===== src/keyboard_event_queue_core_macros.svh =====
// assertion macros for the keyboard event queue core
`ifndef KEYBOARD_EVENT_QUEUE_CORE_MACROS_SVH
`define KEYBOARD_EVENT_QUEUE_CORE_MACROS_SVH

`ifndef ASSERT_OFF

`define KBQ_ASSERT(label, clk, rst, expr) \
   label: assert property (@(posedge clk) disable iff (rst) (expr)) \
      else $error("kbq assertion failed");

`define KBQ_ASSERT_NEXT(label, clk, rst, ante, cons) \
   label: assert property (@(posedge clk) disable iff (rst) (ante) |=> (cons)) \
      else $error("kbq assertion failed");

`else

`define KBQ_ASSERT(label, clk, rst, expr)

`define KBQ_ASSERT_NEXT(label, clk, rst, ante, cons)

`endif

`endif


===== src/kbq_pkg.sv =====
// shared constants, types and helpers for the keyboard event queue
package kbq_pkg;

   localparam int QUEUE_SLOTS = 16;
   localparam int PTR_W       = $clog2(QUEUE_SLOTS);

   localparam logic [1:0] KIND_KEY  = 2'd0;
   localparam logic [1:0] KIND_TAKE = 2'd1;
   localparam logic [1:0] KIND_LED  = 2'd2;

   localparam logic [7:0] UP_FLAG = 8'h80;
   localparam logic [7:0] NO_CODE = 8'hFF;

   typedef logic [PTR_W-1:0] ptr_type;
   typedef logic [7:0]       code_type;

   typedef struct packed {
      logic    en;
      ptr_type addr0;
      ptr_type addr1;
   } ring_rd_type;

   typedef struct packed {
      logic     en;
      ptr_type  addr;
      code_type data;
   } ring_wr_type;

   function automatic ptr_type advance(input ptr_type p);
      ptr_type r;
      if (p == ptr_type'(QUEUE_SLOTS - 1)) begin
         r = '0;
      end else begin
         r = p + 1'b1;
      end
      return r;
   endfunction

endpackage


===== src/keyboard_event_queue_core.sv =====
// keyboard event queue top level: pointer control, result register, assertions
// a result is registered and appears in the cycle after its transaction is accepted
// throughput: one transaction per cycle unless req_stall holds it, limited by the single result register
// req_stall is high only while a result is held and rsp_stall is high
// reset clears pointers, service request, led register and result valid
// ring contents are not cleared; entries reach a result only after being written
`include "keyboard_event_queue_core_macros.svh"

module keyboard_event_queue_core (
   input  logic       clock,
   input  logic       reset,
   input  logic       req_valid,
   output logic       req_stall,
   input  logic [1:0] req_kind,
   input  logic [7:0] req_key_code,
   input  logic       req_key_pressed,
   input  logic [7:0] req_led_bits,
   output logic       rsp_valid,
   input  logic       rsp_stall,
   output logic       rsp_accepted,
   output logic [7:0] rsp_first_code,
   output logic [7:0] rsp_second_code,
   output logic       rsp_service_request,
   output logic [7:0] rsp_led_value
);
   import kbq_pkg::*;

   ptr_type     wr_ptr_ff, wr_ptr_in;
   ptr_type     rd_ptr_ff, rd_ptr_in;
   logic        flag_ff, flag_in;
   logic [7:0]  led_ff, led_in;

   logic        rsp_valid_ff, rsp_valid_in;
   logic        accepted_ff, accepted_in;
   logic [1:0]  count_ff, count_in;
   logic        srq_ff;
   logic [7:0]  led_out_ff;

   logic        take;
   ptr_type     wr_next, rd_next1, rd_next2;
   logic        full, empty, single;
   ring_wr_type ring_wr;
   ring_rd_type ring_rd;
   code_type    rd_data0, rd_data1;

   assign req_stall = rsp_valid_ff & rsp_stall;
   assign take      = req_valid & ~req_stall;

   assign wr_next  = advance(wr_ptr_ff);
   assign rd_next1 = advance(rd_ptr_ff);
   assign rd_next2 = advance(rd_next1);
   assign full     = (wr_next == rd_ptr_ff);
   assign empty    = (rd_ptr_ff == wr_ptr_ff);
   assign single   = (rd_next1 == wr_ptr_ff);

   always_comb begin
      wr_ptr_in    = wr_ptr_ff;
      rd_ptr_in    = rd_ptr_ff;
      flag_in      = flag_ff;
      led_in       = led_ff;
      accepted_in  = 1'b1;
      count_in     = 2'd0;
      ring_wr.en   = 1'b0;
      ring_wr.addr = wr_ptr_ff;
      ring_wr.data = req_key_pressed ? (req_key_code & ~UP_FLAG) : (req_key_code | UP_FLAG);
      ring_rd.en   = 1'b0;
      ring_rd.addr0 = rd_ptr_ff;
      ring_rd.addr1 = rd_next1;
      if (take) begin
         case (req_kind)
            KIND_KEY: begin
               if (full) begin
                  accepted_in = 1'b0;
               end else begin
                  ring_wr.en = 1'b1;
                  wr_ptr_in  = wr_next;
                  flag_in    = 1'b1;
               end
            end
            KIND_TAKE: begin
               ring_rd.en = 1'b1;
               if (empty) begin
                  count_in = 2'd0;
                  flag_in  = 1'b0;
               end else if (single) begin
                  count_in  = 2'd1;
                  rd_ptr_in = rd_next1;
                  flag_in   = 1'b0;
               end else begin
                  count_in  = 2'd2;
                  rd_ptr_in = rd_next2;
                  flag_in   = (rd_next2 != wr_ptr_ff);
               end
            end
            KIND_LED: begin
               led_in = req_led_bits;
            end
            default: begin
            end
         endcase
      end
   end

   assign rsp_valid_in = take | (rsp_valid_ff & rsp_stall);

   kbq_ring u_ring (
      .clock    (clock),
      .wr       (ring_wr),
      .rd       (ring_rd),
      .rd_data0 (rd_data0),
      .rd_data1 (rd_data1)
   );

   always_ff @(posedge clock) begin
      if (reset) begin
         wr_ptr_ff    <= '0;
         rd_ptr_ff    <= '0;
         flag_ff      <= 1'b0;
         led_ff       <= '0;
         rsp_valid_ff <= 1'b0;
      end else begin
         wr_ptr_ff    <= wr_ptr_in;
         rd_ptr_ff    <= rd_ptr_in;
         flag_ff      <= flag_in;
         led_ff       <= led_in;
         rsp_valid_ff <= rsp_valid_in;
      end
   end

   always_ff @(posedge clock) begin
      if (take) begin
         accepted_ff <= accepted_in;
         count_ff    <= count_in;
         srq_ff      <= flag_in;
         led_out_ff  <= led_in;
      end
   end

   assign rsp_valid           = rsp_valid_ff;
   assign rsp_accepted        = accepted_ff;
   assign rsp_first_code      = (count_ff != 2'd0) ? rd_data0 : NO_CODE;
   assign rsp_second_code     = (count_ff == 2'd2) ? rd_data1 : NO_CODE;
   assign rsp_service_request = srq_ff;
   assign rsp_led_value       = led_out_ff;

   `KBQ_ASSERT(a_flag_tracks_fill, clock, reset, flag_ff == (rd_ptr_ff != wr_ptr_ff))
   `KBQ_ASSERT_NEXT(a_full_drop_holds_ptr, clock, reset, take && req_kind == KIND_KEY && full, wr_ptr_ff == $past(wr_ptr_ff) && !rsp_accepted)
   `KBQ_ASSERT_NEXT(a_take_gives_result, clock, reset, take, rsp_valid_ff)

endmodule


===== src/kbq_ring.sv =====
// code ring storage: one write port, two registered read ports
module kbq_ring (
   input  logic                 clock,
   input  kbq_pkg::ring_wr_type wr,
   input  kbq_pkg::ring_rd_type rd,
   output kbq_pkg::code_type    rd_data0,
   output kbq_pkg::code_type    rd_data1
);
   import kbq_pkg::*;

   code_type ring_ff [QUEUE_SLOTS];
   code_type data0_ff;
   code_type data1_ff;

   always_ff @(posedge clock) begin
      if (wr.en) begin
         ring_ff[wr.addr] <= wr.data;
      end
   end

   always_ff @(posedge clock) begin
      if (rd.en) begin
         data0_ff <= ring_ff[rd.addr0];
         data1_ff <= ring_ff[rd.addr1];
      end
   end

   assign rd_data0 = data0_ff;
   assign rd_data1 = data1_ff;

endmodule


===== config.mk =====
export PLATFORM = sky130hd
export DESIGN_NAME = keyboard_event_queue_core
export DESIGN_NICKNAME = d
export VERILOG_FILES = /design/src/kbq_pkg.sv /design/src/keyboard_event_queue_core.sv /design/src/kbq_ring.sv
export VERILOG_INCLUDE_DIRS = /design/src /design/src/src
export SDC_FILE = /design/constraint.sdc
export NUM_CORES = 1
export LEC_CHECK = 0
export BUFFER_PORTS_ARGS = -buffer_cell sky130_fd_sc_hd__buf_2
export CORE_ASPECT_RATIO = 0.75
export CORE_MARGIN = 5
export CORE_UTILIZATION = 45
export DETAILED_ROUTE_END_ITERATION = 10
export GPL_ROUTABILITY_DRIVEN = 0
export GPL_TIMING_DRIVEN = 1
export PLACE_DENSITY = 0.61
export SYNTH_ARGS = -nofsm -noshare
export SYNTH_HDL_FRONTEND = slang
export SYNTH_HIERARCHICAL = 1
export SYNTH_SLANG_ARGS = --single-unit

===== constraint.sdc =====
create_clock -name clock -period 3.3 [get_ports clock]
set_clock_uncertainty 0.1 [all_clocks]
set_input_delay 0.165 -clock clock [delete_from_list [all_inputs] [get_ports clock]]
set_output_delay 0.165 -clock clock [all_outputs]
set_load 0.005 [all_outputs]

==> summary.txt, run 1 <==
Logic synthesis
  • Adder-cell share of the synthesized area: 0.00451
  • Synth Area in Compound Gates: 0.0602
  • Main area contributors after synthesis: edfxtp_1 (56%), mux4_2 (9.2%), mux4_1 (8.8%)
  • Ys Warns: 6
  • Sequential share of the synthesized area: 0.606
  • Synth cell types: 58
  • Gate count of the mapped netlist: 491
  • Syn_nets: 517
  • Xor and xnor area share after synthesis: 0.0180
  • Yosys top cell by area: edfxtp_1
  • Fraction of the mapped netlist area in simple logic gates: 0.0728
  • Mux cell area share after synthesis: 0.204
  • Yosys reg bits: 174
  • Synthesized area: 0.00832 mm^2
  • Main flop type after synthesis: edfxtp_1
  • Syn Area/Cell: 16.9 um^2
  • Number of flops mapped to enable cells by yosys: 156
  • Asr flop ratio synth: 0
  • Synth top area share: 0.563
  • Main combinational cell family by area after synthesis: multiplexers

Route
  • DR WL/cell: 22.7 um
  • Drt pass-1 iters: 4
  • DR DRC count: 0
  • Final wirelength: 18.9 mm
  • Number of routed nets with antenna violations: 0
  • 1st-iter DRT viols: 494
  • Via count: 4864
  • Vias per std cell: 5.85

Timing
  • Fin crit share: 0.903
  • Setup ws final: 0.320 ns
  • Worst slew pin tran: 0.826 ns
  • Final Setup Violations: 0
  • Slew Viols, Final: 0
  • RSZ-0062 raised after global routing: false
  • Worst Hold Margin: 0.0259 ns
  • Hold Fails Final Rpt: 0
  • Relative slew margins: 0.447
  • Min Tclk post-route: 2.98 ns
  • Fmax: 336 MHz
  • Setup TNS: 0 ns

Cells and area
  • Non-Filler Instances: 831
  • Layout cells sized above 1: 0.300
  • Commonest non-fill, non-tap cell in the layout: edfxtp_1
  • Area grow syn2layout: 15.5%
  • # nets final: 596
  • Final Util: 0.524
  • Design Area, Final: 0.00961 mm^2
  • Most frequent cells in the layout: edfxtp_1 (156), buf_2 (49), mux4_2 (34)

Floorplanning
  • Core area: 0.0183 mm^2
  • Die Y: 128 um
  • Die Area: 0.0213 mm^2
  • Die Width: 167 um
  • # IOs: 51
  • Cell Rows: 43
  • Starting density of the core: 0.453

Clock tree
  • CTS clk-pin slew, worst paths: 0.07 ns
  • CTS root buf: clkbuf_16
  • CTS Buffer Depth: 2
  • CTS tree: built
  • Clk Latency, worst-skew pair: 0.43 ns
  • CTS Sinks: 174
  • Number of CTS-inserted buffers: 17
  • H-tree depth: 4

Global route
  • Initial antenna violation count: 1
  • Vias in the first global route: 4764
  • Pin count of the biggest net entering global routing: 33
  • First-pass GRT wire length: 28.4 mm
  • GRT Util Overall: 0.180
  • GR Overflow Total: 0

Status
  • Status: completed

Worst setup path
  • CP Launch Type: register
  • R2R Setup Slk: 0.32 ns
  • Worst setup path class: register to register
  • Crit path arrival time: 3.06 ns
  • Crit-path max FO: 16
  • CP Data Required Time: 3.38 ns
  • Crit end category: register
  • Crit-path cells: ha_1 -> inv_1 -> o32ai_1 -> nand3_1 -> or3_1 -> dlygate4sd3_1
  • Crit-path max cell delay: 0.67 ns
  • Max stage delay cell, worst path: dfxtp_1

Pwr
  • Worst VDD drop: 0.289 mV
  • Power, Total: 4.79 mW
  • PD cells: 499 mW/mm^2
  • Static Leak: 3.33 nW

Min path
  • HP Class: input pin to register

Flow run
  • Max_cap viols: 0

Placement
  • Cell Area, Placed: 0.00887 mm^2
  • Post-DP HPWL: 12.2 mm
  • Dpl cells: 784
  • Port bufs: 49
  • Setup WS pre-CTS: 0.449 ns
## synthesized netlist by cell type (4+ instances only)
cell type,number
nand2_1,29
nor3_1,6
edfxtp_1,156
a21oi_1,8
and2_1,11
mux4_1,28
clkdlybuf4s25_2,6
or2_2,8
nand3_1,4
nand2b_1,11
nor2b_1,4
xnor2_1,4
dfxtp_1,18
mux2_2,10
inv_1,9
xor2_1,10
a22oi_1,32
buf_6,10
buf_2,10
nor2_1,27
mux4_2,34
## registers in the layout, summed over array words and instances, names as in the netlist
register,flops
u_ring/ring_ff,128
rsp_valid,1
wr_ptr_ff,4
led_ff,8
u_ring/rd_data0,8
count_ff,2
rd_ptr_ff,4
rsp_accepted,1
rsp_led_value,8
u_ring/rd_data1,8
flag_ff,1
rsp_service_request,1
## kinds of logic after synthesis
group | after synthesis
adder cells (fa/ha/maj) | 3
buffers and inverters | 40
AO/OA/AOI/OAI | 64
flip-flops | 174
AND/OR/NAND/NOR | 118
multiplexers | 77
XOR/XNOR | 15
## repair_timing
action                    4_1_cts  5_1_grt
hold endpoints to repair       21        0
resized for setup               0        0
buffers inserted                0        0
hold buffers                   14        0
## power breakdown
part	switching, mW	total, mW	leakage (nW)	internal [mW]
Clock	0.924	1.98	0.294	1.05
Sequential	0.0143	2.45	1.56	2.44
Combinational	0.230	0.362	1.48	0.132
Total	1.17	4.79	3.33	3.62
## cell type report
class,instances,area (um^2)
antenna,1,2.50
clock buffer,18,450
clock inverter,14,144
fill,1478,8740
inverter,9,33.8
multi-input combinational,277,3000
sequential,174,5050
tap,247,309
timing repair buffer,91,621
## critical path, delay by kind of cell, from the launching register on
| family | cells | cell delay (ns) |
|---|---|---|
| flops | 1 | 0.67 |
| buf+inv | 2 | 0.65 |
| simple gates | 2 | 0.56 |
| compound gates | 1 | 0.47 |
| fa+ha+maj | 1 | 0.29 |
## path summary, 6_finish.rpt
kind | depth (start not counted) | endpoint | start
max | 6 | rsp_accepted | wr_ptr_ff[0]
min | 1 | u_ring/ring_ff[6][6] | req_key_code[6]
max reg2reg | 6 | rsp_accepted | wr_ptr_ff[0]
min reg2reg | 1 | rsp_led_value[3] | led_ff[3]
## per-layer routing
layer | track usage | up-vias | share of wire
li1 | - | 2172 | -
met4 | 0.0486 | 0 | 0.0096
met5 | 0 | - | 0
met2 | 0.278 | 189 | 0.47
met3 | 0.0478 | 15 | 0.089
met1 | 0.256 | 2488 | 0.43
Power figures use the tool's default switching activity.
==> inputs of run 2 (changes only) <==
Settings changed: REMOVE_ABC_BUFFERS from default to 1.
==> summary.txt, run 2 (synthesis gave the netlist of run 1 again) <==
Cells and area
  • Max reg flops: 128
  • Layout cells sized above 1: 0.304
  • Commonest non-fill, non-tap cell in the layout: edfxtp_1
  • # nets final: 602
  • Reg area: 0.00505 mm^2
  • Antenna cell count: 0
  • Area grow syn2layout: 15.8%
  • Final Util: 0.525
  • Design Area, Final: 0.00963 mm^2
  • Multi-input gate area: 0.00300 mm^2
  • Most frequent cells in the layout: edfxtp_1 (156), buf_2 (49), mux4_2 (34)
  • # fillers: 1484
  • Top reg by flops: u_ring/ring_ff

Global route
  • GR Overflow Total: 0
  • Vias in the first global route: 4908
  • Pin count of the biggest net entering global routing: 29
  • Initial antenna violation count: 0
  • First-pass GRT wire length: 29.1 mm
  • GRT Util Overall: 0.183

Route
  • Vias per std cell: 5.78
  • Drt pass-1 iters: 7
  • Final wirelength: 19.1 mm
  • Number of routed nets with antenna violations: 0
  • DR DRC count: 0
  • DR WL/cell: 22.8 um
  • Via count: 4831
  • 1st-iter DRT viols: 474

Floorplanning
  • Core area: 0.0183 mm^2
  • Die Width: 167 um
  • Starting density of the core: 0.453
  • Die Y: 128 um
  • Cell Rows: 43
  • # IOs: 51
  • Die Area: 0.0213 mm^2

Timing
  • Final Setup Violations: 0
  • Worst Hold Margin: 0.0288 ns
  • Setup TNS: 0 ns
  • Hold Fails Final Rpt: 0
  • Slew Viols, Final: 0
  • RSZ-0062 raised after global routing: false
  • Min Tclk post-route: 2.89 ns
  • Fin crit share: 0.877
  • Relative slew margins: 0.428
  • Worst slew pin tran: 0.857 ns
  • Fmax: 346 MHz
  • Setup ws final: 0.407 ns

Worst setup path
  • Crit-path cells: nand2_1 -> o22ai_1 -> xor2_1 -> a31oi_2 -> or3b_2 -> nor3_1 -> buf_4
  • Worst setup path class: register to register
  • Max stage delay cell, worst path: dfxtp_1
  • Top Family by Delay on Critical Path: simple AND/OR/NAND/NOR gates
  • Crit-path max cell delay: 0.71 ns
  • Worst Path Buf+Inv: 1
  • CP Launch Type: register
  • Crit end category: register
  • Crit-path max FO: 12
  • Crit path arrival time: 2.91 ns
  • CP Data Required Time: 3.32 ns

Clock tree
  • CTS Buffer Depth: 2
  • CTS tree: built
  • CTS Sinks: 174
  • CTS root buf: clkbuf_16
  • Number of CTS-inserted buffers: 17
  • CTS clk-pin slew, worst paths: 0.07 ns
  • Clk Latency, worst-skew pair: 0.43 ns
  • Post-CTS resize count: 0
  • H-tree depth: 4

Status
  • Status: completed

Placement
  • Port bufs: 49
  • Cell Area, Placed: 0.00890 mm^2
  • Post-DP HPWL: 12.5 mm
  • Setup WS pre-CTS: 0.426 ns

Pwr
  • PD cells: 495 mW/mm^2
  • Worst VDD drop: 0.325 mV
  • Static Leak: 3.36 nW

Min path
  • HP Class: input pin to register

Flow run
  • Max_cap viols: 0
-- run 2: what timing repair did --
action,CTS,global route
buffers inserted,0,0
hold endpoints to repair,30,0
hold buffers,15,0
endpoints found under the setup margin,0,0
-- run 2: worst paths after layout --
check | from | end | slack, ns | depth (start not counted)
max | wr_ptr_ff[3] | u_ring/ring_ff[0][4] | 0.41 | 7
min | req_key_code[3] | u_ring/ring_ff[13][3] | 0.03 | 1
max reg2reg | wr_ptr_ff[3] | u_ring/ring_ff[0][4] | 0.41 | 7
min reg2reg | led_ff[5] | rsp_led_value[5] | 0.45 | 1
-- run 2: metrics by stage --
| step | std cells | total power [mW] |
|---|---|---|
| after global routing | 836 | 4.93 |
| after detailed placement | 789 | 2.82 |
| final | 836 | 4.77 |
| after floorplan | 460 | 2.68 |
| after CTS | 836 | 4.81 |
| after global placement | 789 | 2.81 |
-- run 2: per-layer routing --
layer	wire [um]	up-vias	track usage
met5	0	-	0
met4	146	0	0.0356
met3	1040	12	0.0413
met2	9540	137	0.310
met1	8350	2511	0.248
li1	-	2171	-
-- run 2: power breakdown --
| part | switching, mW | leakage, nW | internal (mW) |
|---|---|---|---|
| sequential | 0.0133 | 1.56 | 2.44 |
| combinational | 0.203 | 1.50 | 0.133 |
| clock | 0.849 | 0.291 | 1.14 |
| total | 1.07 | 3.36 | 3.71 |
-- run 2: layout make-up --
class                   count  share of cell area
flip-flops and latches    174               0.524
multi-input cells         277               0.312
repair buffers             97              0.0681
clock buffers              19              0.0449
well taps                 247              0.0321
clock inverters            13              0.0156
inverters                   9             0.00351
